$ cat config.mk
export PLATFORM = sky130hd
export DESIGN_NAME = ond_queue
export DESIGN_NICKNAME = d
export VERILOG_FILES = /design/src/hdl/octahedral_normal_decode_core_macros.svh /design/src/hdl/ond_pkg.sv /design/src/hdl/ond_queue.sv
export SDC_FILE = /design/constraint.sdc
export NUM_CORES = 1
export LEC_CHECK = 0
export ABC_AREA = 1
export BUFFER_PORTS_ARGS = -buffer_cell sky130_fd_sc_hd__buf_2
export CAP_MARGIN = 5
export CORE_AREA = 2 2 234 236
export CTS_BUF_LIST = sky130_fd_sc_hd__clkbuf_16
export CTS_CLUSTER_DIAMETER = 80
export DETAILED_ROUTE_END_ITERATION = 8
export DIE_AREA = 0 0 236 238
export PLACE_DENSITY_LB_ADDON = 0.05
export SYNTH_ARGS = -nofsm -noshare
export SYNTH_HDL_FRONTEND = slang
export SYNTH_SLANG_ARGS = --single-unit
$ cat constraint.sdc
create_clock -name clk -period 3.4 [get_ports clk]
set_input_delay 0.68 -clock clk [delete_from_list [all_inputs] [get_ports clk]]
set_output_delay 0.68 -clock clk [all_outputs]
set_load 0.02 [all_outputs]
$ cat src/hdl/octahedral_normal_decode_core_macros.svh
// assertion helpers for the octahedral normal decoder
`ifndef OCTAHEDRAL_NORMAL_DECODE_CORE_MACROS_SVH
`define OCTAHEDRAL_NORMAL_DECODE_CORE_MACROS_SVH
`ifndef SYNTHESIS
// a implies b in the same cycle
`define OND_ASSERT_NOW(lbl, a, b) \
  lbl: assert property (@(posedge clk) disable iff (rst) (a) |-> (b)) \
    else $error("assertion failed");
// a implies b later, after the delay given by n
`define OND_ASSERT_AFTER(lbl, a, n, b) \
  lbl: assert property (@(posedge clk) disable iff (rst) (a) |-> ##n (b)) \
    else $error("assertion failed");
`else
`define OND_ASSERT_NOW(lbl, a, b)
`define OND_ASSERT_AFTER(lbl, a, n, b)
`endif
`endif

$ cat src/hdl/ond_pkg.sv
`default_nettype none
package ond_pkg;
  // working fraction bits of the internal vector
  localparam int WORK_FRAC = 30;
  // floor(1e-8 * 2^60): squared length limit for normalizing
  localparam logic [63:0] LEN2_THRESHOLD = 64'd11529215046;
  localparam int QDEPTH = 4;
  localparam int QPTR_BITS = 2;

  typedef struct packed {
    logic signed [31:0] x;
    logic signed [31:0] y;
    logic signed [31:0] z;
  } vec_t;

  typedef struct packed {
    logic full;
    logic empty;
  } q_status_t;
endpackage
`default_nettype wire

$ cat src/hdl/ond_queue.sv
`default_nettype none
module ond_queue import ond_pkg::*; (
  input  logic      clk,
  input  logic      rst,
  input  logic      push,
  input  vec_t      push_vec,
  output logic      pop_valid,
  output vec_t      pop_vec,
  output q_status_t status
);
  vec_t                 mem [QDEPTH];
  logic [QPTR_BITS-1:0] wptr, rptr;
  logic [QPTR_BITS:0]   count;
  logic                 pop;

  // the back end drains one item every cycle while the queue is not empty
  assign pop          = count != '0;
  assign pop_valid    = pop;
  assign pop_vec      = mem[rptr];
  assign status.full  = count == (QPTR_BITS+1)'(QDEPTH);
  assign status.empty = count == '0;

  always_ff @(posedge clk) begin
    if (push) mem[wptr] <= push_vec;
  end

  always_ff @(posedge clk) begin
    if (rst) begin
      wptr  <= '0;
      rptr  <= '0;
      count <= '0;
    end else begin
      if (push) wptr <= wptr + 1'b1;
      if (pop) rptr <= rptr + 1'b1;
      count <= count + (QPTR_BITS+1)'(push) - (QPTR_BITS+1)'(pop);
    end
  end
endmodule
`default_nettype wire

==> results.py <==
metrics = {
    "power_and_ir_drop": {
        "power.total_w": 0.01539,
        "max-vdd-ir-drop_mv": 0.3923,
        "powerDensity_nw_per_um2": 806.2,
        "p_leak_nw": 7.334,
    },
    "setup_path": {
        "reg2reg_setup_slack_ns": 1.55,
        "worstSetupPathType": "reg2out",
        "cp_max_fo": 94,
        "r2r_end": "count[2]",
        "r2r_start": "count[1]",
        "cp-start-kind": "register",
        "endpoint_kind": "primary output",
        "crit_required_ns": 2.72,
        "r2r_cells": 8,
        "arrival_ns": 2.13,
    },
    "sta": {
        "skew_ns": 0.007536,
        "fin_crit_ns": 2.808,
        "finalSetupTns_ns": 0,
        "tightest_slew_ns": 0.5673,
        "setup_viol": 0,
        "hold_viol": 0,
        "drv_slew": 0,
        "slew_headroom_pct": 62.18,
        "grt_setup_unrepaired": "false",
        "max_freq_ghz": 0.3561,
        "post-route-period-util_pct": 82.59,
    },
    "route": {
        "routed_wirelength_mm": 36.11,
        "vias": 9135,
        "drc_errors": 0,
        "vias_per_cell": 4.295,
        "wire_per_inst_um": 16.98,
        "drt_first_iter_violations": 484,
        "ant_nets": 0,
        "drt_pass1_iterations": 6,
    },
    "synth": {
        "synthDistinctLibCells": 18,
        "yosys_warnings": 0,
        "yosysSeqAreaShare_pct": 73.34,
        "synth_cells": 1184,
        "synth_area_um2": 15970,
        "synth_nets": 1290,
        "ys_seq_elements": 393,
        "avgSynthCellArea_um2": 13.49,
    },
    "global_route": {
        "grt_pass1_wl_mm": 54.83,
        "grt_overflow": 0,
        "antenna_found_initial": 7,
        "grt_pass1_vias": 9003,
        "track_usage_pct": 12.83,
        "grt_start_max_net_pins": 95,
    },
    "layout": {
        "final_cells": 2127,
        "layout_common_cells": "384 x edfxtp_1, 216 x inv_1, 206 x nand2_1",
        "drive_gt1_share_pct": 25.94,
        "layout_commonest_cell": "edfxtp_1",
        "synthToLayoutAreaGrowth_pct": 19.57,
        "nets": 1501,
    },
    "floorplan": {
        "die-area_um2": 56170,
        "rows": 85,
        "die_w_um": 236,
        "core_um2": 53500,
        "ios": 198,
        "start_util_pct": 29.85,
        "die_h_um": 238,
    },
    "placement": {
        "dp.cells": 2042,
        "port_buffers": 197,
        "dpl.hpwl_mm": 21.53,
        "gp_congestion": 0.7053,
    },
    "job": {
        "maxCapViolCount": 0,
    },
    "clock_network": {
        "hold_buffers": 0,
        "htreeDepth": 2,
        "post_cts.repair.setup_buffers": 0,
        "cts_root_buffer": "clkbuf_16",
        "clkSinkCount": 393,
        "insertion_delay_ns": 0.56,
        "post_cts_resized": 0,
        "clock_path_buffers": 3,
        "cts_tree": "yes",
        "clkTransAtPathRegs_ns": 0.06,
        "cts_buffers": 47,
    },
    "worst_hold_path": {
        "hold_end": "mem[3][73]",
        "holdPathStages": 1,
        "min-delay-start": "push_vec[73]",
        "hp-class": "in2reg",
    },
    "status": {
        "status": "finished, final reports clean",
    },
}
## how the worst max path moves through the flow
stage,from,end,slack [ns],cells after the start
5_1_grt,register,pop_vec[54],0.35,5
2_1_floorplan,push,mem[2][0],0.38,2
6_report,register,pop_vec[47],0.59,5
3_5_place_dp,register,pop_vec[90],1.14,6
3_3_place_gp,register,pop_vec[90],1.15,6
4_1_cts,register,pop_vec[90],0.51,6
## area by class of cell
| type | count | area [µm²] |
|---|---|---|
| clock buffers | 49 | 1226 |
| multi-input cells | 517 | 2920 |
| diodes | 1 | 2.502 |
| flip-flops and latches | 393 | 11720 |
| clock inverters | 35 | 178.9 |
| fillers | 5264 | 34400 |
| well taps | 696 | 870.8 |
| inverters | 210 | 798.3 |
| repair buffers | 226 | 1379 |
## logic make-up (layout without fill, tap and decap cells)
group | after synthesis | after routing | share of synthesized area [%]
adders and majority gates | 7 | 7 | 0.5955
buffers and inverters | 274 | 520 | 8.376
and+or+nand+nor | 216 | 216 | 5.093
DFF | 393 | 393 | 73.34
other | 0 | 1 | 0
AOI/OAI and AO/OA | 294 | 294 | 12.60
## critical path, stage by stage (launching register included)
cell      delay [ns]
dfxtp_4         0.60
buf_12          0.41
nand2_1         0.11
o211ai_1        0.10
nand2_1         0.09
buf_2           0.17
## routing by layer
layer	global-route usage (%)	share of wire (%)
met1	16.73	45
met2	20.65	47
met3	3.575	5.3
met4	4.246	2.1
met5	0	0.22
## cell usage after synthesis
cell	n	area [µm²]
fa_1	1	20.02
o21ai_0	11	55.05
buf_8	8	120.1
buf_2	24	120.1
nor2_1	8	30.03
a21oi_1	20	100.1
dfxtp_1	9	180.2
ha_1	6	75.07
buf_4	16	120.1
a21oi_2	80	700.7
buf_6	15	168.9
o21ai_1	87	435.4
inv_1	210	788.3
nand3_1	2	10.01
nand2_1	206	773.2
o211ai_1	96	720.7
buf_12	1	20.02
edfxtp_1	384	11530
## registers in the layout, indices dropped and copies added (netlist names), named ones only
| signal | flops |
|---|---|
| rptr | 2 |
| mem | 384 |
| wptr | 2 |
| count | 3 |
## power by group
part           leakage (nW)  internal (W)  switching (W)
sequential             3.60       0.00557       0.000184
combinational          3.00       0.00166        0.00340
clock                 0.727       0.00266        0.00192
## through the flow
step | setup WS [ns] | hold slack (ns) | area, µm² | util, %
final | 0.5920 | 0.3287 | 19090 | 35.69
after global routing | 0.3533 | 0.3067 | 19090 | 35.69
after CTS | 0.5077 | 0.2842 | 19090 | 35.69
after detailed placement | 1.137 | 0.4998 | 17690 | 33.06
after global placement | 1.146 | 0.5079 | 17690 | 33.06
after floorplan | 0.3815 | 0.4805 | 15970 | -
No activity file was read; power rests on OpenSTA's default activity.
